### config.mk
export PLATFORM = sky130hd
export DESIGN_NAME = motion_kalman_smoother
export DESIGN_NICKNAME = d
export VERILOG_FILES = /design/src/rtl/mks_pkg.sv /design/src/rtl/motion_kalman_smoother.sv /design/src/rtl/mks_serial_unit.sv
export SDC_FILE = /design/constraint.sdc
export NUM_CORES = 2
export LEC_CHECK = 0
export BUFFER_PORTS_ARGS = -buffer_cell sky130_fd_sc_hd__buf_2
export CORE_UTILIZATION = 35
export CTS_CLUSTER_DIAMETER = 100
export DETAILED_ROUTE_END_ITERATION = 12
export HOLD_SLACK_MARGIN = 0.06
export SYNTH_ARGS = -nofsm -noshare
export SYNTH_HDL_FRONTEND = slang
export SYNTH_HIERARCHICAL = 1
export SYNTH_SLANG_ARGS = --single-unit
export TNS_END_PERCENT = 10
### constraint.sdc
create_clock -name clk_i -period 11.73 [get_ports clk_i]
set_input_delay 1.173 -clock clk_i [delete_from_list [all_inputs] [get_ports clk_i]]
set_output_delay 1.173 -clock clk_i [all_outputs]
set_load 0.1 [all_outputs]
### src/rtl/mks_pkg.sv
// ----------------------------------------------------------------------------
// mks_pkg: shared types and constants for the motion Kalman smoother
// Fixed path width, config port layout, sequencer states and the request and
// response bundles of the serial add/sub unit.
// ----------------------------------------------------------------------------
`default_nettype none

package mks_pkg;

  localparam int unsigned PATH_W    = 48;
  localparam int unsigned CFG_W     = 32;
  localparam int unsigned CFG_IDX_W = 2;
  localparam int unsigned AXES      = 3;

  localparam logic [CFG_IDX_W-1:0] REG_PROC_NOISE = 2'd0;
  localparam logic [CFG_IDX_W-1:0] REG_MEAS_NOISE = 2'd1;

  typedef enum logic {
    OP_DIV = 1'b0,
    OP_MUL = 1'b1
  } unit_op_e;

  typedef struct packed {
    logic     start;
    unit_op_e op;
  } unit_req_t;

  typedef struct packed {
    logic busy;
    logic done;
  } unit_rsp_t;

  typedef enum logic [10:0] {
    ST_IDLE = 11'b000_0000_0001,
    ST_PATH = 11'b000_0000_0010,
    ST_PRED = 11'b000_0000_0100,
    ST_GAIN = 11'b000_0000_1000,
    ST_DIV  = 11'b000_0001_0000,
    ST_DIFF = 11'b000_0010_0000,
    ST_MUL1 = 11'b000_0100_0000,
    ST_UPD  = 11'b000_1000_0000,
    ST_MUL2 = 11'b001_0000_0000,
    ST_OUT  = 11'b010_0000_0000,
    ST_DONE = 11'b100_0000_0000
  } state_e;

endpackage

`default_nettype wire

### src/rtl/motion_kalman_smoother.sv
// ----------------------------------------------------------------------------
// motion_kalman_smoother: per-axis scalar Kalman smoothing of frame motion
// Input words are taken only in the idle state, so a new frame is accepted
//   only once the previous result has been loaded into the output register.
//   A held output word stalls the done state until it is taken.
// The single serial add/sub unit runs at most one divide and two multiplies
//   per axis, axes in turn, and none on the first frame after reset.
// Reset: trajectories clear, variances go to 1.0, Q/R to 0.004/0.35, and the
//   next frame only seeds the filter.
// ----------------------------------------------------------------------------
`default_nettype none

module motion_kalman_smoother #(
  parameter int unsigned FRAC_BITS  = 16,
  parameter int unsigned DATA_WIDTH = 32,
  localparam int unsigned TDATA_W = ((3 * DATA_WIDTH + 7) / 8) * 8
) (
  input  wire logic                          clk_i,
  input  wire logic                          rst_ni,
  input  wire logic                          s_axis_tvalid,
  output logic                               s_axis_tready,
  // shift_x, shift_y, turn_angle
  input  wire logic [TDATA_W-1:0]            s_axis_tdata,
  output logic                               m_axis_tvalid,
  input  wire logic                          m_axis_tready,
  // fixed_shift_x, fixed_shift_y, fixed_turn_angle
  output logic [TDATA_W-1:0]                 m_axis_tdata,
  input  wire logic                          cfg_we_i,
  input  wire logic [mks_pkg::CFG_IDX_W-1:0] cfg_idx_i,
  input  wire logic [mks_pkg::CFG_W-1:0]     cfg_data_i
);
  import mks_pkg::*;

  localparam int unsigned DW = DATA_WIDTH;
  localparam int unsigned PW = PATH_W;
  localparam int unsigned KW = FRAC_BITS + 1;
  localparam int unsigned AW = PW + FRAC_BITS + 1;
  localparam int unsigned SW = ((DW > CFG_W) ? DW : CFG_W) + 1;

  localparam longint unsigned ONE_L = 64'd1 << FRAC_BITS;
  localparam logic [CFG_W-1:0] Q_RST = CFG_W'((ONE_L * 4 + 500) / 1000);
  localparam logic [CFG_W-1:0] R_RST = CFG_W'((ONE_L * 35 + 50) / 100);

  localparam logic [KW-1:0] ONE_K   = {1'b1, {FRAC_BITS{1'b0}}};
  localparam logic [DW-1:0] VAR_MAX = {DW{1'b1}};
  localparam logic [DW-1:0] VAR_ONE = (FRAC_BITS >= DATA_WIDTH) ? VAR_MAX :
                                      ({{(DW-1){1'b0}}, 1'b1} << FRAC_BITS);
  localparam logic [PW-1:0] PMAX = {1'b0, {(PW-1){1'b1}}};
  localparam logic [PW-1:0] PMIN = {1'b1, {(PW-1){1'b0}}};
  localparam logic [DW-1:0] DMAX = {1'b0, {(DW-1){1'b1}}};
  localparam logic [DW-1:0] DMIN = {1'b1, {(DW-1){1'b0}}};

  state_e        state_q, state_d;
  logic [1:0]    ax_q, ax_d;
  logic          first_q, first_d;
  logic          m_valid_q, m_valid_d;
  logic [CFG_W-1:0] qn_q, qn_d, rn_q, rn_d;
  logic [DW-1:0] in_q [AXES];
  logic [DW-1:0] in_d [AXES];
  logic [PW-1:0] path_q [AXES];
  logic [PW-1:0] path_d [AXES];
  logic [PW-1:0] smooth_q [AXES];
  logic [PW-1:0] smooth_d [AXES];
  logic [DW-1:0] var_q [AXES];
  logic [DW-1:0] var_d [AXES];
  logic [DW-1:0] res_q [AXES];
  logic [DW-1:0] res_d [AXES];
  logic [DW-1:0] out_q [AXES];
  logic [DW-1:0] out_d [AXES];
  logic [DW-1:0] pp_q, pp_d;
  logic [SW-1:0] den_q, den_d;
  logic [KW-1:0] k_q, k_d;
  logic          neg_q, neg_d;

  unit_req_t     unit_req;
  unit_rsp_t     unit_rsp;
  logic [AW-1:0] unit_opb, unit_acc;
  logic [KW-1:0] unit_mult, unit_quo;

  logic [DW-1:0]   d_cur, var_cur;
  logic [PW-1:0]   path_cur, smooth_cur, path_new, diff_s, mag, term, smooth_new;
  logic [PW:0]     path_w, diff_w;
  logic [SW-1:0]   pq_sum;
  logic [DW-1:0]   pp_new;
  logic [PW+1:0]   up_w, o_w;
  logic [PW+2-DW:0] o_top;
  logic [DW-1:0]   res_new;

  mks_serial_unit #(
    .FRAC_BITS(FRAC_BITS)
  ) u_unit (
    .clk_i  (clk_i),
    .rst_ni (rst_ni),
    .req_i  (unit_req),
    .opa_i  (AW'(pp_q)),
    .opb_i  (unit_opb),
    .mult_i (unit_mult),
    .rsp_o  (unit_rsp),
    .acc_o  (unit_acc),
    .quo_o  (unit_quo)
  );

  // datapath
  always_comb begin
    d_cur      = in_q[ax_q];
    path_cur   = path_q[ax_q];
    smooth_cur = smooth_q[ax_q];
    var_cur    = var_q[ax_q];

    path_w = {path_cur[PW-1], path_cur} + {{(PW+1-DW){d_cur[DW-1]}}, d_cur};
    if (path_w[PW] != path_w[PW-1]) begin
      path_new = path_w[PW] ? PMIN : PMAX;
    end else begin
      path_new = path_w[PW-1:0];
    end

    pq_sum = SW'(var_cur) + SW'(qn_q);
    pp_new = (pq_sum > SW'(VAR_MAX)) ? VAR_MAX : pq_sum[DW-1:0];

    diff_w = {path_cur[PW-1], path_cur} - {smooth_cur[PW-1], smooth_cur};
    if (diff_w[PW] != diff_w[PW-1]) begin
      diff_s = diff_w[PW] ? PMIN : PMAX;
    end else begin
      diff_s = diff_w[PW-1:0];
    end
    mag = diff_s[PW-1] ? (~diff_s + 1'b1) : diff_s;

    term = unit_acc[FRAC_BITS +: PW];
    if (neg_q) begin
      up_w = {{2{smooth_cur[PW-1]}}, smooth_cur} - {2'b00, term};
    end else begin
      up_w = {{2{smooth_cur[PW-1]}}, smooth_cur} + {2'b00, term};
    end
    if (!((&up_w[PW+1:PW-1]) || !(|up_w[PW+1:PW-1]))) begin
      smooth_new = up_w[PW+1] ? PMIN : PMAX;
    end else begin
      smooth_new = up_w[PW-1:0];
    end

    o_w = {{(PW+2-DW){d_cur[DW-1]}}, d_cur} + {{2{smooth_cur[PW-1]}}, smooth_cur}
        - {{2{path_cur[PW-1]}}, path_cur};
    o_top = o_w[PW+1:DW-1];
    if (!((&o_top) || !(|o_top))) begin
      res_new = o_w[PW+1] ? DMIN : DMAX;
    end else begin
      res_new = o_w[DW-1:0];
    end
  end

  // sequencer
  always_comb begin
    state_d   = state_q;
    ax_d      = ax_q;
    first_d   = first_q;
    m_valid_d = m_valid_q;
    qn_d      = qn_q;
    rn_d      = rn_q;
    in_d      = in_q;
    path_d    = path_q;
    smooth_d  = smooth_q;
    var_d     = var_q;
    res_d     = res_q;
    out_d     = out_q;
    pp_d      = pp_q;
    den_d     = den_q;
    k_d       = k_q;
    neg_d     = neg_q;
    unit_req.start = 1'b0;
    unit_req.op    = OP_DIV;
    unit_opb  = AW'(den_q);
    unit_mult = k_q;

    if (cfg_we_i) begin
      unique case (cfg_idx_i)
        REG_PROC_NOISE: qn_d = cfg_data_i;
        REG_MEAS_NOISE: rn_d = cfg_data_i;
        default: ;
      endcase
    end

    if (m_valid_q && m_axis_tready) begin
      m_valid_d = 1'b0;
    end

    unique case (state_q)
      ST_IDLE: begin
        if (s_axis_tvalid) begin
          for (int i = 0; i < AXES; i++) begin
            in_d[i] = s_axis_tdata[i*DW +: DW];
          end
          ax_d    = 2'd0;
          state_d = ST_PATH;
        end
      end
      ST_PATH: begin
        path_d[ax_q] = path_new;
        if (first_q) begin
          smooth_d[ax_q] = '0;
          var_d[ax_q]    = VAR_ONE;
          state_d        = ST_OUT;
        end else begin
          state_d = ST_PRED;
        end
      end
      ST_PRED: begin
        pp_d    = pp_new;
        den_d   = SW'(pp_new) + SW'(rn_q);
        state_d = ST_GAIN;
      end
      ST_GAIN: begin
        if (den_q == '0) begin
          k_d     = '0;
          state_d = ST_DIFF;
        end else if (SW'(pp_q) >= den_q) begin
          k_d     = ONE_K;
          state_d = ST_DIFF;
        end else begin
          unit_req.start = 1'b1;
          unit_req.op    = OP_DIV;
          unit_opb       = AW'(den_q);
          state_d        = ST_DIV;
        end
      end
      ST_DIV: begin
        if (unit_rsp.done) begin
          k_d     = {1'b0, unit_quo[FRAC_BITS-1:0]};
          state_d = ST_DIFF;
        end
      end
      ST_DIFF: begin
        neg_d          = diff_s[PW-1];
        unit_req.start = 1'b1;
        unit_req.op    = OP_MUL;
        unit_opb       = AW'(mag);
        unit_mult      = k_q;
        state_d        = ST_MUL1;
      end
      ST_MUL1: begin
        if (unit_rsp.done) begin
          state_d = ST_UPD;
        end
      end
      ST_UPD: begin
        smooth_d[ax_q] = smooth_new;
        unit_req.start = 1'b1;
        unit_req.op    = OP_MUL;
        unit_opb       = AW'(pp_q);
        unit_mult      = ONE_K - k_q;
        state_d        = ST_MUL2;
      end
      ST_MUL2: begin
        if (unit_rsp.done) begin
          var_d[ax_q] = unit_acc[FRAC_BITS +: DW];
          state_d     = ST_OUT;
        end
      end
      ST_OUT: begin
        res_d[ax_q] = res_new;
        if (ax_q == 2'(AXES - 1)) begin
          state_d = ST_DONE;
        end else begin
          ax_d    = ax_q + 2'd1;
          state_d = ST_PATH;
        end
      end
      ST_DONE: begin
        if (!m_valid_q || m_axis_tready) begin
          out_d     = res_q;
          m_valid_d = 1'b1;
          first_d   = 1'b0;
          state_d   = ST_IDLE;
        end
      end
      default: state_d = ST_IDLE;
    endcase
  end

  always_ff @(posedge clk_i or negedge rst_ni) begin
    if (!rst_ni) begin
      state_q   <= ST_IDLE;
      ax_q      <= 2'd0;
      first_q   <= 1'b1;
      m_valid_q <= 1'b0;
      qn_q      <= Q_RST;
      rn_q      <= R_RST;
      for (int i = 0; i < AXES; i++) begin
        path_q[i]   <= '0;
        smooth_q[i] <= '0;
        var_q[i]    <= VAR_ONE;
      end
    end else begin
      state_q   <= state_d;
      ax_q      <= ax_d;
      first_q   <= first_d;
      m_valid_q <= m_valid_d;
      qn_q      <= qn_d;
      rn_q      <= rn_d;
      path_q    <= path_d;
      smooth_q  <= smooth_d;
      var_q     <= var_d;
    end
  end

  always_ff @(posedge clk_i) begin
    in_q  <= in_d;
    res_q <= res_d;
    out_q <= out_d;
    pp_q  <= pp_d;
    den_q <= den_d;
    k_q   <= k_d;
    neg_q <= neg_d;
  end

  assign s_axis_tready = (state_q == ST_IDLE);
  assign m_axis_tvalid = m_valid_q;
  assign m_axis_tdata  = TDATA_W'({out_q[2], out_q[1], out_q[0]});

  a_start_idle: assert property (@(posedge clk_i) disable iff (!rst_ni)
    unit_req.start |-> !unit_rsp.busy)
    else $error("serial unit started while busy");

  a_gain_range: assert property (@(posedge clk_i) disable iff (!rst_ni)
    (state_q == ST_DIFF) |-> (k_q <= ONE_K))
    else $error("gain above 1.0");

  a_out_from_done: assert property (@(posedge clk_i) disable iff (!rst_ni)
    $rose(m_valid_q) |-> ($past(state_q) == ST_DONE))
    else $error("output word raised outside done state");

  a_first_clear: assert property (@(posedge clk_i) disable iff (!rst_ni)
    $fell(first_q) |-> m_valid_q)
    else $error("first-frame flag cleared without an output word");

endmodule

`default_nettype wire

### src/rtl/mks_serial_unit.sv
// ----------------------------------------------------------------------------
// mks_serial_unit: shared shift-add / shift-subtract unit
// One adder per cycle. Divide: restoring division, one quotient bit per step,
// FRAC_BITS steps. Multiply: MSB-first shift-add over FRAC_BITS+1 bits.
// ----------------------------------------------------------------------------
`default_nettype none

module mks_serial_unit #(
  parameter int unsigned FRAC_BITS = 16,
  localparam int unsigned AW = mks_pkg::PATH_W + FRAC_BITS + 1,
  localparam int unsigned KW = FRAC_BITS + 1
) (
  input  wire logic               clk_i,
  input  wire logic               rst_ni,
  input  wire mks_pkg::unit_req_t req_i,
  input  wire logic [AW-1:0]      opa_i,   // dividend
  input  wire logic [AW-1:0]      opb_i,   // divisor or multiplicand
  input  wire logic [KW-1:0]      mult_i,  // multiplier
  output mks_pkg::unit_rsp_t      rsp_o,
  output logic [AW-1:0]           acc_o,   // product
  output logic [KW-1:0]           quo_o    // quotient
);
  import mks_pkg::*;

  localparam int unsigned CW = $clog2(KW + 1);

  logic [AW-1:0] acc_q, acc_d, b_q, b_d;
  logic [KW-1:0] k_q, k_d;
  logic [CW-1:0] cnt_q, cnt_d;
  logic          busy_q, busy_d, done_q, done_d;
  unit_op_e      op_q, op_d;
  logic [AW-1:0] shifted;
  logic [AW:0]   addend, sum;
  logic          fits;

  always_comb begin
    shifted = {acc_q[AW-2:0], 1'b0};
    if (op_q == OP_DIV) begin
      addend = ~{1'b0, b_q};
    end else begin
      addend = k_q[KW-1] ? {1'b0, b_q} : '0;
    end
    sum  = {1'b0, shifted} + addend + {{AW{1'b0}}, (op_q == OP_DIV)};
    fits = ~sum[AW];
  end

  always_comb begin
    acc_d  = acc_q;
    b_d    = b_q;
    k_d    = k_q;
    cnt_d  = cnt_q;
    busy_d = busy_q;
    op_d   = op_q;
    done_d = 1'b0;
    if (req_i.start) begin
      op_d   = req_i.op;
      b_d    = opb_i;
      busy_d = 1'b1;
      if (req_i.op == OP_DIV) begin
        acc_d = opa_i;
        k_d   = '0;
        cnt_d = CW'(FRAC_BITS);
      end else begin
        acc_d = '0;
        k_d   = mult_i;
        cnt_d = CW'(KW);
      end
    end else if (busy_q) begin
      if (op_q == OP_DIV) begin
        acc_d = fits ? sum[AW-1:0] : shifted;
        k_d   = {k_q[KW-2:0], fits};
      end else begin
        acc_d = sum[AW-1:0];
        k_d   = {k_q[KW-2:0], 1'b0};
      end
      cnt_d = cnt_q - 1'b1;
      if (cnt_q == CW'(1)) begin
        busy_d = 1'b0;
        done_d = 1'b1;
      end
    end
  end

  always_ff @(posedge clk_i or negedge rst_ni) begin
    if (!rst_ni) begin
      cnt_q  <= '0;
      busy_q <= 1'b0;
      done_q <= 1'b0;
      op_q   <= OP_DIV;
    end else begin
      cnt_q  <= cnt_d;
      busy_q <= busy_d;
      done_q <= done_d;
      op_q   <= op_d;
    end
  end

  always_ff @(posedge clk_i) begin
    acc_q <= acc_d;
    b_q   <= b_d;
    k_q   <= k_d;
  end

  assign rsp_o.busy = busy_q;
  assign rsp_o.done = done_q;
  assign acc_o      = acc_q;
  assign quo_o      = k_q;

endmodule

`default_nettype wire

==> flow_summary_export.csv <==
group,metric,value,unit
run_status,outcome,"finished clean",
timing,rsz0062_at_grt,"false",
cts,numCtsBuffers,107,
critical_path,path_max_fanout,103,
global_routing,grt_overflow,0,
synthesis,yosys_warnings,6,
finish,final_common_cell,"nand2_1",
placed_design,dpl.hpwl,152000,um
route,drt_iter0_drc,5086,
critical_path,ff2ff_setup_slack,1.75,ns
cts,ctsHoldBuffers,0,
global_routing,first_global_vias,51300,
critical_path,path_class,"flop to flop",
timing,fin_crit_sh,0.851,
floorplan,die_y,429,um
timing,post-route-min-period,9.98,ns
finish,final_cell_mix,"nand2_1 (748), o21ai_0 (697), a21oi_1 (677)",
finish,nets,7624,
critical_path,cp-start-kind,"flop",
timing,finalSetupTns,0,ns
global_routing,grt_use_total,0.220,
pwr,ir_worst_vdd,0.222,mV
cts,cts_setup_buffers,0,
route,ant_nets,0,
route,vias,52500,
cts,clk_pin_slew,0.07,ns
cts,post_cts_resized,0,
critical_path,critPathMostFrequentCell,"o21ai_0",
route,routed_wl,208000,um
synthesis,syn_area,63800,um^2
critical_path,rr_worst_depth,32,
timing,skew,0.0509,ns
cts,cts_buffer_depth,3,
pwr,p_leak,29.9,nW
cts,clkLatencyLatePin,0.80,ns
placed_design,routabilityCongestion,0.981,
floorplan,ios,233,
critical_path,endpoint_kind,"flop",
route,wl_per_cell,21.9,um
synthesis,postSynthCellCount,6883,
pwr,powerDensity,308,nW/um^2
cts,htreeDepth,3,
finish,drive_above_1_share,0.0975,
timing,hold_violations,0,
global_routing,grt_max_degree,171,
route,drc_errors,0,
route,first_pass_iters,7,
critical_path,slowest_stage,"dfrtp_4",
run,maxCapViolations,0,
timing,slew_headroom,0.0697,
timing,drv_slew,0,
timing,whs,0.382,ns
floorplan,start_util,0.353,
critical_path,r2r-end,"den_q[32]$_DFFE_PP_",
floorplan,rows,156,
timing,worst_slew_pin_slew,1.36,ns
floorplan,die_w,429,um
placed_design,io_buffers,232,
finish,syn2layout_area_growth,12.0,%
floorplan,fp.dieArea,184000,um^2
global_routing,antenna_found_initial,7,
worst_hold_path,hold_path.class,"primary input to asynchronous set/reset pin",
cts,cts_num_sinks,988,
cts,cts_tree,"yes",
finish,fill_cells,17800,
critical_path,crit_arrival,10.52,ns
synthesis,synth_area_per_cell,9.27,um^2
floorplan,core,181000,um^2
critical_path,max_stage_delay,0.68,ns
route,via_per_inst,5.54,
critical_path,r2r-start,"ax_q[1]$_DFFE_PN0P_",
global_routing,grt_pass1_wl,314000,um
critical_path,cp.required,12.26,ns
timing,finalSetupViolCount,0,
timing,fmax,0.100,GHz
cts,root_buffer,"clkbuf_16",
worst max path at each step:
stage,from,to
floorplan,ax_q[1]$_DFFE_PN0P_,u_unit/b_q[39]$_DFFE_PP_
global placement,ax_q[1]$_DFFE_PN0P_,den_q[32]$_DFFE_PP_
detailed placement,ax_q[1]$_DFFE_PN0P_,den_q[32]$_DFFE_PP_
CTS,ax_q[1]$_DFFE_PN0P_,den_q[32]$_DFFE_PP_
global route,ax_q[1]$_DFFE_PN0P_,den_q[32]$_DFFE_PP_
finish,ax_q[1]$_DFFE_PN0P_,den_q[32]$_DFFE_PP_
power breakdown:
part	switching, W	internal, W	total, W
registers	0.000598	0.00471	0.00531
clock network	0.00157	0.00212	0.00369
logic	0.00874	0.00430	0.0130
critical path: cells and delay by family (launching register included):
family,cells,cell delay (ns)
AO/OA/AOI/OAI,22,6.21
adder cells (fa/ha/maj),2,0.67
buffers and inverters,1,0.59
flip-flops,1,0.68
AND/OR/NAND/NOR,7,1.55
stage by stage:
stage | std cells | power [W] | area (um^2) | util | setup WS [ns]
2_1_floorplan | 6931 | 0.0138 | 64000 | - | 3.37
3_3_place_gp | 9283 | 0.0179 | 67600 | 0.374 | 2.17
3_5_place_dp | 9283 | 0.0180 | 67600 | 0.374 | 2.03
4_1_cts | 9487 | 0.0218 | 71500 | 0.395 | 1.98
5_1_grt | 9488 | 0.0234 | 71500 | 0.395 | 1.15
6_report | 9490 | 0.0220 | 71500 | 0.395 | 1.75
state kept, by name (all words and copies together), names as in the netlist, 32 cells and up:
signal,cells
smooth_q,144
qn_q,32
rn_q,32
res_q,96
u_unit/b_q,65
in_q,96
u_unit/acc_o,64
pp_q,32
var_q,96
den_q,33
m_axis_tdata,96
path_q,144
final cells by class:
type	count	area (um^2)	area share
diodes	3	7.51	0.000105
flip-flops and latches	988	27300	0.383
well taps	2370	2970	0.0415
clock buffers	134	3000	0.0419
inverters	412	1550	0.0216
clock inverters	70	868	0.0122
multi-input cells	5206	34000	0.475
repair buffers	307	1780	0.0250
per-layer routing:
metal,track usage,wire [um]
met5,0,13
met4,0.0739,7230
met3,0.0370,14600
met2,0.359,95700
met1,0.295,90500
(Power assumes the default switching activity.)
